### src/plc_pkg.sv
`timescale 1ns / 1ps
`default_nettype none

package plc_pkg;

    // fixed field widths
    localparam int DATA_W      = 32;
    localparam int PIU_W       = 5;
    localparam int IDX_IN_W    = 4;
    localparam int PROD_W      = 2 * DATA_W;
    localparam int SUM_W       = DATA_W + 3;
    localparam int DIV_STEPS   = PROD_W;

    // default table depth
    localparam int MAX_POINTS_DEF = 16;

    // smallest usable point count
    localparam int MIN_POINTS = 2;

    // opcodes of an input transfer
    localparam logic OP_WRITE = 1'b0;
    localparam logic OP_EVAL  = 1'b1;

    // controller states
    typedef enum logic [3:0] {
        ST_IDLE,
        ST_CHK_FIRST,
        ST_CHK_LAST,
        ST_SCAN,
        ST_RD_LO,
        ST_LD_LO,
        ST_LD_HI,
        ST_MAG,
        ST_MUL,
        ST_DIV_GO,
        ST_DIV_WAIT,
        ST_FIN
    } plc_state_t;

    // table read address source
    typedef enum logic [2:0] {
        ADDR_FIRST,
        ADDR_LAST,
        ADDR_ONE,
        ADDR_SCAN_NEXT,
        ADDR_LO,
        ADDR_HI
    } plc_addr_sel_t;

    // segment low index source
    typedef enum logic [1:0] {
        LO_FIRST,
        LO_LAST,
        LO_SCAN
    } plc_lo_sel_t;

    // controller to datapath commands
    typedef struct packed {
        plc_addr_sel_t addr_sel;
        logic          mem_write;
        logic          raw_load;
        logic          scan_init;
        logic          scan_inc;
        logic          lo_load;
        plc_lo_sel_t   lo_sel;
        logic          ld_lo;
        logic          diff_load;
        logic          mag_load;
        logic          mul_load;
        logic          div_start;
        logic          out_load;
    } plc_cmd_t;

    // datapath to controller status
    typedef struct packed {
        logic raw_le;
        logic raw_lt;
        logic scan_at_last;
        logic zero_span;
        logic div_done;
    } plc_sts_t;

endpackage

`default_nettype wire

### src/plc_div.sv
`timescale 1ns / 1ps
`default_nettype none

module plc_div
(
    input  wire logic                           clk,
    input  wire logic                           rst_n,
    input  wire logic                           start,
    input  wire logic [plc_pkg::PROD_W-1:0]     dividend,
    input  wire logic [plc_pkg::DATA_W-1:0]     divisor,
    output logic      [plc_pkg::PROD_W-1:0]     quotient,
    output logic                                done
);

    localparam int CNT_W = $clog2(plc_pkg::DIV_STEPS + 1);

    logic [CNT_W-1:0]              count_reg;
    logic [CNT_W-1:0]              count_next;
    logic [plc_pkg::DATA_W-1:0]    rem_reg;
    logic [plc_pkg::DATA_W-1:0]    rem_next;
    logic [plc_pkg::PROD_W-1:0]    quo_reg;
    logic [plc_pkg::PROD_W-1:0]    quo_next;
    logic [plc_pkg::DATA_W-1:0]    den_reg;
    logic [plc_pkg::DATA_W:0]      shifted;
    logic [plc_pkg::DATA_W+1:0]    trial;

    // one restoring step per cycle
    always_comb
    begin
        shifted    = {rem_reg, quo_reg[plc_pkg::PROD_W-1]};
        trial      = {1'b0, shifted} - {2'b00, den_reg};
        count_next = count_reg;
        rem_next   = rem_reg;
        quo_next   = quo_reg;
        if (start)
        begin
            count_next = CNT_W'(plc_pkg::DIV_STEPS);
            rem_next   = '0;
            quo_next   = dividend;
        end
        else if (count_reg != '0)
        begin
            count_next = count_reg - CNT_W'(1);
            if (!trial[plc_pkg::DATA_W+1])
            begin
                rem_next = trial[plc_pkg::DATA_W-1:0];
                quo_next = {quo_reg[plc_pkg::PROD_W-2:0], 1'b1};
            end
            else
            begin
                rem_next = shifted[plc_pkg::DATA_W-1:0];
                quo_next = {quo_reg[plc_pkg::PROD_W-2:0], 1'b0};
            end
        end
    end

    // step counter
    always_ff @(posedge clk or negedge rst_n)
    begin
        if (!rst_n)
        begin
            count_reg <= '0;
        end
        else
        begin
            count_reg <= count_next;
        end
    end

    // remainder, quotient and divisor
    always_ff @(posedge clk)
    begin
        rem_reg <= rem_next;
        quo_reg <= quo_next;
        if (start)
        begin
            den_reg <= divisor;
        end
    end

    assign quotient = quo_reg;
    assign done     = (count_reg == '0);

    a_start_busy: assert property (@(posedge clk) disable iff (!rst_n)
        start |=> !done)
        else $error("divider not busy after start");

endmodule

`default_nettype wire

### src/plc_dpath.sv
`timescale 1ns / 1ps
`default_nettype none

module plc_dpath
#(
    parameter int MAX_POINTS = plc_pkg::MAX_POINTS_DEF
)
(
    input  wire logic                               clk,
    input  wire logic                               rst_n,
    input  wire plc_pkg::plc_cmd_t                  cmd,
    output plc_pkg::plc_sts_t                       sts,
    input  wire logic                               cfg_wr_en,
    input  wire logic [plc_pkg::PIU_W-1:0]          cfg_wr_data,
    input  wire logic [plc_pkg::IDX_IN_W-1:0]       point_index,
    input  wire logic signed [plc_pkg::DATA_W-1:0]  point_x,
    input  wire logic signed [plc_pkg::DATA_W-1:0]  point_y,
    input  wire logic signed [plc_pkg::DATA_W-1:0]  raw_reading,
    output logic signed [plc_pkg::DATA_W-1:0]       calibrated,
    output logic                                    saturated,
    output logic                                    zero_span
);

    localparam int DW    = plc_pkg::DATA_W;
    localparam int IDX_W = (MAX_POINTS > 1) ? $clog2(MAX_POINTS) : 1;
    localparam int CNT_W = $clog2(MAX_POINTS + 1);
    localparam int CMP_W = (CNT_W > plc_pkg::PIU_W) ? CNT_W : plc_pkg::PIU_W;
    localparam int SW    = plc_pkg::SUM_W;
    localparam logic [plc_pkg::PROD_W-1:0] Q_LIMIT = plc_pkg::PROD_W'(1) << (DW + 1);
    localparam logic signed [SW-1:0] SUM_MAX = SW'((64'sd1 <<< (DW - 1)) - 64'sd1);
    localparam logic signed [SW-1:0] SUM_MIN = SW'(-(64'sd1 <<< (DW - 1)));

    // breakpoint table, x in the upper half
    logic [2*DW-1:0]            mem [MAX_POINTS];
    logic [2*DW-1:0]            rd_data_reg;
    logic [IDX_W-1:0]           rd_addr;

    logic [plc_pkg::PIU_W-1:0]  points_in_use_reg;
    logic [CMP_W-1:0]           count_clamped;
    logic [CMP_W-1:0]           piu_ext;
    logic [IDX_W-1:0]           last_idx;

    logic signed [DW-1:0]       raw_reg;
    logic signed [DW-1:0]       rd_x;
    logic signed [DW-1:0]       rd_y;
    logic [IDX_W-1:0]           scan_reg;
    logic [IDX_W-1:0]           lo_reg;
    logic [IDX_W-1:0]           lo_next;
    logic signed [DW-1:0]       x0_reg;
    logic signed [DW-1:0]       y0_reg;
    logic signed [DW:0]         dx_reg;
    logic signed [DW:0]         dy_reg;
    logic signed [DW:0]         dr_reg;
    logic [DW:0]                dx_abs;
    logic [DW:0]                dy_abs;
    logic [DW:0]                dr_abs;
    logic [DW-1:0]              mag_dx_reg;
    logic [DW-1:0]              mag_dy_reg;
    logic [DW-1:0]              mag_dr_reg;
    logic                       neg_reg;
    logic                       zero_reg;
    logic [plc_pkg::PROD_W-1:0] prod_reg;
    logic [plc_pkg::PROD_W-1:0] quo;
    logic                       div_done;
    logic signed [SW-1:0]       y0_ext;
    logic signed [SW-1:0]       q_ext;
    logic signed [SW-1:0]       sum;
    logic signed [DW-1:0]       res_val;
    logic                       res_sat;
    logic                       wr_in_range;
    logic signed [DW-1:0]       calibrated_reg;
    logic                       saturated_reg;
    logic                       zero_span_reg;

    // point count register
    always_ff @(posedge clk or negedge rst_n)
    begin
        if (!rst_n)
        begin
            points_in_use_reg <= plc_pkg::PIU_W'(plc_pkg::MIN_POINTS);
        end
        else if (cfg_wr_en)
        begin
            points_in_use_reg <= cfg_wr_data;
        end
    end

    // clamp count into the usable range
    always_comb
    begin
        piu_ext = CMP_W'(points_in_use_reg);
        priority if (piu_ext < CMP_W'(plc_pkg::MIN_POINTS))
        begin
            count_clamped = CMP_W'(plc_pkg::MIN_POINTS);
        end
        else if (piu_ext > CMP_W'(MAX_POINTS))
        begin
            count_clamped = CMP_W'(MAX_POINTS);
        end
        else
        begin
            count_clamped = piu_ext;
        end
        last_idx = IDX_W'(count_clamped - CMP_W'(1));
    end

    // read address select
    always_comb
    begin
        unique case (cmd.addr_sel)
            plc_pkg::ADDR_FIRST:     rd_addr = '0;
            plc_pkg::ADDR_LAST:      rd_addr = last_idx;
            plc_pkg::ADDR_ONE:       rd_addr = IDX_W'(1);
            plc_pkg::ADDR_SCAN_NEXT: rd_addr = scan_reg + IDX_W'(1);
            plc_pkg::ADDR_LO:        rd_addr = lo_reg;
            plc_pkg::ADDR_HI:        rd_addr = lo_reg + IDX_W'(1);
            default:                 rd_addr = '0;
        endcase
    end

    assign wr_in_range = (32'(point_index) < MAX_POINTS);

    // table write and registered read
    always_ff @(posedge clk)
    begin
        if (cmd.mem_write && wr_in_range)
        begin
            mem[IDX_W'(point_index)] <= {point_x, point_y};
        end
        rd_data_reg <= mem[rd_addr];
    end

    assign rd_x = rd_data_reg[2*DW-1:DW];
    assign rd_y = rd_data_reg[DW-1:0];

    // segment low index select
    always_comb
    begin
        unique case (cmd.lo_sel)
            plc_pkg::LO_FIRST: lo_next = '0;
            plc_pkg::LO_LAST:  lo_next = last_idx - IDX_W'(1);
            plc_pkg::LO_SCAN:  lo_next = scan_reg - IDX_W'(1);
            default:           lo_next = '0;
        endcase
    end

    // magnitudes of the differences
    always_comb
    begin
        dx_abs = dx_reg[DW] ? ((DW + 1)'(0) - dx_reg) : dx_reg;
        dy_abs = dy_reg[DW] ? ((DW + 1)'(0) - dy_reg) : dy_reg;
        dr_abs = dr_reg[DW] ? ((DW + 1)'(0) - dr_reg) : dr_reg;
    end

    // search, operand and arithmetic registers
    always_ff @(posedge clk)
    begin
        if (cmd.raw_load)
        begin
            raw_reg <= raw_reading;
        end
        if (cmd.scan_init)
        begin
            scan_reg <= IDX_W'(1);
        end
        else if (cmd.scan_inc)
        begin
            scan_reg <= scan_reg + IDX_W'(1);
        end
        if (cmd.lo_load)
        begin
            lo_reg <= lo_next;
        end
        if (cmd.ld_lo)
        begin
            x0_reg <= rd_x;
            y0_reg <= rd_y;
        end
        if (cmd.diff_load)
        begin
            dx_reg <= {rd_x[DW-1], rd_x} - {x0_reg[DW-1], x0_reg};
            dy_reg <= {rd_y[DW-1], rd_y} - {y0_reg[DW-1], y0_reg};
            dr_reg <= {raw_reg[DW-1], raw_reg} - {x0_reg[DW-1], x0_reg};
        end
        if (cmd.mag_load)
        begin
            mag_dx_reg <= dx_abs[DW-1:0];
            mag_dy_reg <= dy_abs[DW-1:0];
            mag_dr_reg <= dr_abs[DW-1:0];
            neg_reg    <= dy_reg[DW] ^ dr_reg[DW] ^ dx_reg[DW];
            zero_reg   <= (dx_reg == '0);
        end
        if (cmd.mul_load)
        begin
            prod_reg <= mag_dy_reg * mag_dr_reg;
        end
    end

    plc_div u_div
    (
        .clk      (clk),
        .rst_n    (rst_n),
        .start    (cmd.div_start),
        .dividend (prod_reg),
        .divisor  (mag_dx_reg),
        .quotient (quo),
        .done     (div_done)
    );

    // add quotient to y0 and clip
    always_comb
    begin
        y0_ext = SW'(y0_reg);
        q_ext  = signed'({1'b0, quo[SW-2:0]});
        sum    = neg_reg ? (y0_ext - q_ext) : (y0_ext + q_ext);
        priority if (quo > Q_LIMIT)
        begin
            res_sat = 1'b1;
            res_val = neg_reg ? DW'(SUM_MIN) : DW'(SUM_MAX);
        end
        else if (sum > SUM_MAX)
        begin
            res_sat = 1'b1;
            res_val = DW'(SUM_MAX);
        end
        else if (sum < SUM_MIN)
        begin
            res_sat = 1'b1;
            res_val = DW'(SUM_MIN);
        end
        else
        begin
            res_sat = 1'b0;
            res_val = sum[DW-1:0];
        end
    end

    // output payload register
    always_ff @(posedge clk)
    begin
        if (cmd.out_load)
        begin
            if (zero_reg)
            begin
                calibrated_reg <= '0;
                saturated_reg  <= 1'b0;
                zero_span_reg  <= 1'b1;
            end
            else
            begin
                calibrated_reg <= res_val;
                saturated_reg  <= res_sat;
                zero_span_reg  <= 1'b0;
            end
        end
    end

    assign calibrated = calibrated_reg;
    assign saturated  = saturated_reg;
    assign zero_span  = zero_span_reg;

    always_comb
    begin
        sts.raw_le       = (raw_reg <= rd_x);
        sts.raw_lt       = (raw_reg < rd_x);
        sts.scan_at_last = (scan_reg == last_idx);
        sts.zero_span    = zero_reg;
        sts.div_done     = div_done;
    end

    a_scan_bound: assert property (@(posedge clk) disable iff (!rst_n)
        cmd.scan_inc |-> (scan_reg != last_idx))
        else $error("scan ran past the last point");

    a_div_nonzero: assert property (@(posedge clk) disable iff (!rst_n)
        cmd.div_start |-> (mag_dx_reg != '0))
        else $error("divide started with zero span");

endmodule

`default_nettype wire

### src/plc_ctrl.sv
`timescale 1ns / 1ps
`default_nettype none

module plc_ctrl
(
    input  wire logic               clk,
    input  wire logic               rst_n,
    input  wire logic               in_valid,
    output logic                    in_stall,
    input  wire logic               op,
    output logic                    out_valid,
    input  wire logic               out_stall,
    input  wire plc_pkg::plc_sts_t  sts,
    output plc_pkg::plc_cmd_t       cmd
);

    plc_pkg::plc_state_t state_reg;
    plc_pkg::plc_state_t state_next;
    logic                out_valid_reg;
    logic                out_valid_next;
    logic                out_free;

    assign out_free = !out_valid_reg || !out_stall;
    assign in_stall = (state_reg != plc_pkg::ST_IDLE);

    // state and output valid registers
    always_ff @(posedge clk or negedge rst_n)
    begin
        if (!rst_n)
        begin
            state_reg     <= plc_pkg::ST_IDLE;
            out_valid_reg <= 1'b0;
        end
        else
        begin
            state_reg     <= state_next;
            out_valid_reg <= out_valid_next;
        end
    end

    // next state and commands
    always_comb
    begin
        state_next    = state_reg;
        cmd.addr_sel  = plc_pkg::ADDR_FIRST;
        cmd.mem_write = 1'b0;
        cmd.raw_load  = 1'b0;
        cmd.scan_init = 1'b0;
        cmd.scan_inc  = 1'b0;
        cmd.lo_load   = 1'b0;
        cmd.lo_sel    = plc_pkg::LO_FIRST;
        cmd.ld_lo     = 1'b0;
        cmd.diff_load = 1'b0;
        cmd.mag_load  = 1'b0;
        cmd.mul_load  = 1'b0;
        cmd.div_start = 1'b0;
        cmd.out_load  = 1'b0;
        unique case (state_reg)
            plc_pkg::ST_IDLE:
            begin
                if (in_valid)
                begin
                    if (op == plc_pkg::OP_EVAL)
                    begin
                        cmd.raw_load = 1'b1;
                        state_next   = plc_pkg::ST_CHK_FIRST;
                    end
                    else
                    begin
                        cmd.mem_write = 1'b1;
                    end
                end
            end
            plc_pkg::ST_CHK_FIRST:
            begin
                if (sts.raw_le)
                begin
                    cmd.lo_load = 1'b1;
                    cmd.lo_sel  = plc_pkg::LO_FIRST;
                    state_next  = plc_pkg::ST_RD_LO;
                end
                else
                begin
                    cmd.addr_sel = plc_pkg::ADDR_LAST;
                    state_next   = plc_pkg::ST_CHK_LAST;
                end
            end
            plc_pkg::ST_CHK_LAST:
            begin
                if (!sts.raw_lt)
                begin
                    cmd.lo_load = 1'b1;
                    cmd.lo_sel  = plc_pkg::LO_LAST;
                    state_next  = plc_pkg::ST_RD_LO;
                end
                else
                begin
                    cmd.scan_init = 1'b1;
                    cmd.addr_sel  = plc_pkg::ADDR_ONE;
                    state_next    = plc_pkg::ST_SCAN;
                end
            end
            plc_pkg::ST_SCAN:
            begin
                if (sts.raw_lt || sts.scan_at_last)
                begin
                    cmd.lo_load = 1'b1;
                    cmd.lo_sel  = plc_pkg::LO_SCAN;
                    state_next  = plc_pkg::ST_RD_LO;
                end
                else
                begin
                    cmd.scan_inc = 1'b1;
                    cmd.addr_sel = plc_pkg::ADDR_SCAN_NEXT;
                end
            end
            plc_pkg::ST_RD_LO:
            begin
                cmd.addr_sel = plc_pkg::ADDR_LO;
                state_next   = plc_pkg::ST_LD_LO;
            end
            plc_pkg::ST_LD_LO:
            begin
                cmd.ld_lo    = 1'b1;
                cmd.addr_sel = plc_pkg::ADDR_HI;
                state_next   = plc_pkg::ST_LD_HI;
            end
            plc_pkg::ST_LD_HI:
            begin
                cmd.diff_load = 1'b1;
                state_next    = plc_pkg::ST_MAG;
            end
            plc_pkg::ST_MAG:
            begin
                cmd.mag_load = 1'b1;
                state_next   = plc_pkg::ST_MUL;
            end
            plc_pkg::ST_MUL:
            begin
                if (sts.zero_span)
                begin
                    state_next = plc_pkg::ST_FIN;
                end
                else
                begin
                    cmd.mul_load = 1'b1;
                    state_next   = plc_pkg::ST_DIV_GO;
                end
            end
            plc_pkg::ST_DIV_GO:
            begin
                cmd.div_start = 1'b1;
                state_next    = plc_pkg::ST_DIV_WAIT;
            end
            plc_pkg::ST_DIV_WAIT:
            begin
                if (sts.div_done)
                begin
                    state_next = plc_pkg::ST_FIN;
                end
            end
            plc_pkg::ST_FIN:
            begin
                if (out_free)
                begin
                    cmd.out_load = 1'b1;
                    state_next   = plc_pkg::ST_IDLE;
                end
            end
            default:
            begin
                state_next = plc_pkg::ST_IDLE;
            end
        endcase
    end

    // output valid: set on load, cleared on transfer
    always_comb
    begin
        out_valid_next = out_valid_reg;
        if (out_valid_reg && !out_stall)
        begin
            out_valid_next = 1'b0;
        end
        if (cmd.out_load)
        begin
            out_valid_next = 1'b1;
        end
    end

    assign out_valid = out_valid_reg;

    a_eval_starts: assert property (@(posedge clk) disable iff (!rst_n)
        (in_valid && !in_stall && op == plc_pkg::OP_EVAL)
            |=> state_reg == plc_pkg::ST_CHK_FIRST)
        else $error("evaluate transfer did not start the search");

    a_no_overwrite: assert property (@(posedge clk) disable iff (!rst_n)
        cmd.out_load |-> !(out_valid_reg && out_stall))
        else $error("result loaded over a stalled result");

    a_one_result: assert property (@(posedge clk) disable iff (!rst_n)
        cmd.out_load |=> (out_valid && state_reg == plc_pkg::ST_IDLE))
        else $error("result load did not raise valid");

endmodule

`default_nettype wire

### src/piecewise_linear_calibration_top.sv
// write transfer: taken while idle, table entry usable on the next cycle
// equal x span: the divider is skipped
// evaluates do not overlap: input stalled until the result is loaded; run time set by the 64-step serial divider
// plus the table search that reads one entry per cycle
// reset: control cleared, point count 2, breakpoint table undefined until written
`timescale 1ns / 1ps
`default_nettype none

module piecewise_linear_calibration_top
#(
    parameter int MAX_POINTS = plc_pkg::MAX_POINTS_DEF
)
(
    input  wire logic                               clk,
    input  wire logic                               rst_n,
    input  wire logic                               cfg_wr_en,
    input  wire logic [plc_pkg::PIU_W-1:0]          cfg_wr_data,
    input  wire logic                               in_valid,
    output logic                                    in_stall,
    input  wire logic                               op,
    input  wire logic [plc_pkg::IDX_IN_W-1:0]       point_index,
    input  wire logic signed [plc_pkg::DATA_W-1:0]  point_x,
    input  wire logic signed [plc_pkg::DATA_W-1:0]  point_y,
    input  wire logic signed [plc_pkg::DATA_W-1:0]  raw_reading,
    output logic                                    out_valid,
    input  wire logic                               out_stall,
    output logic signed [plc_pkg::DATA_W-1:0]       calibrated,
    output logic                                    saturated,
    output logic                                    zero_span
);

    plc_pkg::plc_cmd_t cmd;
    plc_pkg::plc_sts_t sts;

    // sequencer
    plc_ctrl u_ctrl
    (
        .clk       (clk),
        .rst_n     (rst_n),
        .in_valid  (in_valid),
        .in_stall  (in_stall),
        .op        (op),
        .out_valid (out_valid),
        .out_stall (out_stall),
        .sts       (sts),
        .cmd       (cmd)
    );

    // table, search compare and arithmetic
    plc_dpath
    #(
        .MAX_POINTS (MAX_POINTS)
    )
    u_dpath
    (
        .clk         (clk),
        .rst_n       (rst_n),
        .cmd         (cmd),
        .sts         (sts),
        .cfg_wr_en   (cfg_wr_en),
        .cfg_wr_data (cfg_wr_data),
        .point_index (point_index),
        .point_x     (point_x),
        .point_y     (point_y),
        .raw_reading (raw_reading),
        .calibrated  (calibrated),
        .saturated   (saturated),
        .zero_span   (zero_span)
    );

endmodule

`default_nettype wire
### config.mk
export PLATFORM = sky130hd
export DESIGN_NAME = piecewise_linear_calibration_top
export DESIGN_NICKNAME = d
export VERILOG_FILES = /design/src/plc_pkg.sv /design/src/plc_div.sv /design/src/plc_dpath.sv /design/src/plc_ctrl.sv /design/src/piecewise_linear_calibration_top.sv
export SDC_FILE = /design/constraint.sdc
export NUM_CORES = 2
export LEC_CHECK = 0
export BUFFER_PORTS_ARGS = -buffer_cell sky130_fd_sc_hd__buf_4
export CAP_MARGIN = 10
export CORE_MARGIN = 2
export CORE_UTILIZATION = 41
export DETAILED_ROUTE_END_ITERATION = 10
export PLACE_DENSITY = 0.6
export SLEW_MARGIN = 25
export SYNTH_ARGS = -nofsm -noshare
export SYNTH_HDL_FRONTEND = slang
export SYNTH_SLANG_ARGS = --single-unit
### constraint.sdc
create_clock -name clk -period 8.7 [get_ports clk]
set_input_delay 0.87 -clock clk [delete_from_list [all_inputs] [get_ports clk]]
set_output_delay 0.87 -clock clk [all_outputs]
set_load 0.02 [all_outputs]
==> metrics.md <==
| Metric | Value |
|---|---|
| Number of synthesized flops with an enable pin | 1515 |
| H-tree depth | 4 |
| Detail Route Antenna Nets | 1 |
| Most Frequent Cell on Critical Path | fa_1 |
| Hold Violations, Final | 0 |
| Critical path class | reg -> reg |
| Register with the highest flop count | u_dpath.mem |
| Failing checks | antenna rules |
| Mapped Area | 0.1054 sq mm |
| CTS buffer count | 168 |
| Die height | 511.1 um |
| Max Cap Viol | 0 |
| Routed WL | 256700 um |
| Layout Nets | 10161 |
| Initial antenna violation count | 27 |
| Minimum clock period | 8.357 ns |
| Share of layout cells above drive strength 1 | 0.07514 |
| Max Root-Sink Buffers | 3 |
| Number of DRC markers in iteration 0 | 4030 |
| Synth Area per Inst | 12.35 sq um |
| R2r worst-path depth | 26 |
| Port Buf Inserts | 146 |
| Commonest non-fill, non-tap cell in the layout | edfxtp_1 |
| Max reg flops | 1024 |
| Skew-Pair Late Insertion Delay | 0.84 ns |
| Startpoint Class | flip-flop |
| Synth area leader | edfxtp_1 |
| Crit end category | flip-flop |
| Drt wl/cell | 21.01 um |
| HPWL Detailed | 183400 um |
| RSZ-0062 raised after global routing | no |
| Maximum fanout along the worst path | 26 |
| Final Max Slew Viols | 0 |
| Total GRT Usage | 0.1964 |
| Synthesized flop and latch total | 1632 |
| First-pass GRT wire length | 397700 um |
| Netlist cell types | 83 |
| Largest net degree at the start of global routing | 105 |
| Most used DFF post-synth | edfxtp_1 |
| Worst R2R End | u_dpath.prod_reg[55] |
| Cells after Synth | 8539 |
| Worst-path clk slew | 0.06 ns |
| Final period util | 0.9606 |
| Grt total ovfl | 0 |
| Clock skew | 0.04951 ns |
| Worst slew pin tran | 1.028 ns |
| CTS sink cnt | 1632 |
| Critical Path Sink | u_dpath.prod_reg[55] |
| I/O Pins | 147 |
| Worst path max stage delay | 0.78 ns |
| F_max | 119.7 MHz |
| Synth top area share | 0.4315 |
| Die ar. | 0.2612 sq mm |
| Slowest-stage cell, CP | edfxtp_1 |
| DRC viols | 0 |
| Worst EP arrival | 8.93 ns |
| FF-to-FF Start | u_dpath.mag_dr_reg[20] |
| Die width | 511.1 um |
| Yosys warnings | 0 |
| Via count | 63467 |
| Commonest cells after routing, fill and taps aside | edfxtp_1, inv_1, mux2i_1 |
| Area Overhead vs Synth | 10.88% |
| Slew HR | 0.3041 |
| Initial core utilization | 0.4115 |
| Final setup violation count | 0 |
| Setup TNS | 0 ns |
| Clk root buf | clkbuf_16 |
| FP Rows | 186 |
| Tightest Hold Check Type | in -> reg |
| Async set or reset register ratio after synthesis | 0.01042 |
| Req. time, crit path | 9.27 ns |
| Top cells by area, synth | edfxtp_1, fa_1, mux2i_1, ha_1, inv_1 |
| CTS tree | yes |
| Core area | 0.2562 sq mm |
| Vias in the first global route | 66168 |
| Final GP Congestion | 0.9151 |
| Fin util | 0.4562 |
| DR vias/cell | 5.193 |
| Worst reg2reg setup slack | 0.34 ns |
| Syn nets | 10018 |
| Pre-Repair DR Iteration Count | 5 |
| Worst Setup SP | u_dpath.mag_dr_reg[20] |
| Status | finished, violations left |
| Post-synthesis sequential area ratio | 0.4545 |
## logic make-up (layout without fill, tap and decap cells)
| kind of cell | Yosys count | count (layout) | share of synthesized area |
|---|---|---|---|
| simple gates | 1943 | 1943 | 0.09391 |
| mux | 997 | 997 | 0.09474 |
| other cells | 0 | 14 | 0 |
| xor+xnor | 332 | 332 | 0.02758 |
| fa+ha+maj | 1368 | 1368 | 0.2265 |
| buf+inv | 1431 | 1716 | 0.05256 |
| flops | 1632 | 1632 | 0.4545 |
| compound gates | 836 | 836 | 0.05016 |
## cell usage after synthesis, drive strengths merged, types with 41 or more instances
master,n
a21oi,254
nor2,180
xnor2,270
dfxtp,100
a21o,106
edfxtp,1515
buf,121
fa,901
nand3,54
inv,1059
clkbuf,251
nor2b,42
nand2,738
and2,622
ha,467
nand2b,54
o21ai,172
nor3,60
o31ai,41
mux2i,990
xor2,62
## repair_timing
action	in CTS	in global routing
endpoints found under the setup margin	0	9
hold endpoints to repair	16	0
hold buffers	1	0
buffers inserted	0	14
resized for setup	0	2
## layer usage
layer / part of all wire / vias to the layer above / global-route usage
met4: 0.029 / 28 / 0.05839
met1: 0.44 / 32417 / 0.2626
met5: 0.00067 / - / 0
met3: 0.045 / 324 / 0.02637
met2: 0.49 / 1333 / 0.3325
li1: - / 29365 / -
## worst max-delay path, delay by kind of cell, from the launching register on
family                     cells  cell delay [ns]
adders and majority gates      9             4.42
AOI/OAI and AO/OA             10             1.96
DFF                            1             0.78
buffers and inverters          5             0.41
and+or+nand+nor                1             0.34
xor gates and xnor gates       1             0.16
## final cells by class
class	instances	area [sq um]
fill	22925	139300
clock inverter	90	1076
sequential	1632	47920
tap	3384	4234
timing repair buffer	345	2950
multi-input combinational	5476	52200
inverter	1059	3978
antenna	14	35.03
clock buffer	222	4499
## metrics by stage
| stage | cell area [sq um] | setup WS [ns] | hold WS, ns | cells |
|---|---|---|---|---|
| after CTS | 116700 | 0.07626 | 0.1686 | 12192 |
| final | 116900 | 0.3427 | 0.2322 | 12222 |
| after global placement | 111100 | 0.1209 | 0.4017 | 11878 |
| after detailed placement | 111100 | 0.09910 | 0.4045 | 11879 |
| after floorplan | 105400 | 0.9293 | 0.4003 | 8539 |
| after global routing | 116900 | 0.02292 | 0.1913 | 12210 |
## worst min path at each step
stage                                      start                         to  slack [ns]  cells past startpoint
final                             raw_reading[2]         u_dpath.raw_reg[2]        0.23                      1
after global routing              raw_reading[1]         u_dpath.raw_reg[1]        0.19                      1
after CTS                         raw_reading[2]         u_dpath.raw_reg[2]        0.17                      1
after detailed placement  u_dpath.mag_dx_reg[25]  u_dpath.u_div.den_reg[25]        0.40                      0
after global placement    u_dpath.mag_dx_reg[30]  u_dpath.u_div.den_reg[30]        0.40                      0
after floorplan            u_dpath.mag_dx_reg[0]   u_dpath.u_div.den_reg[0]        0.40                      0
Power is not shown: default switching activity piles up to over one toggle a cycle in this logic, so the estimate is an artifact.
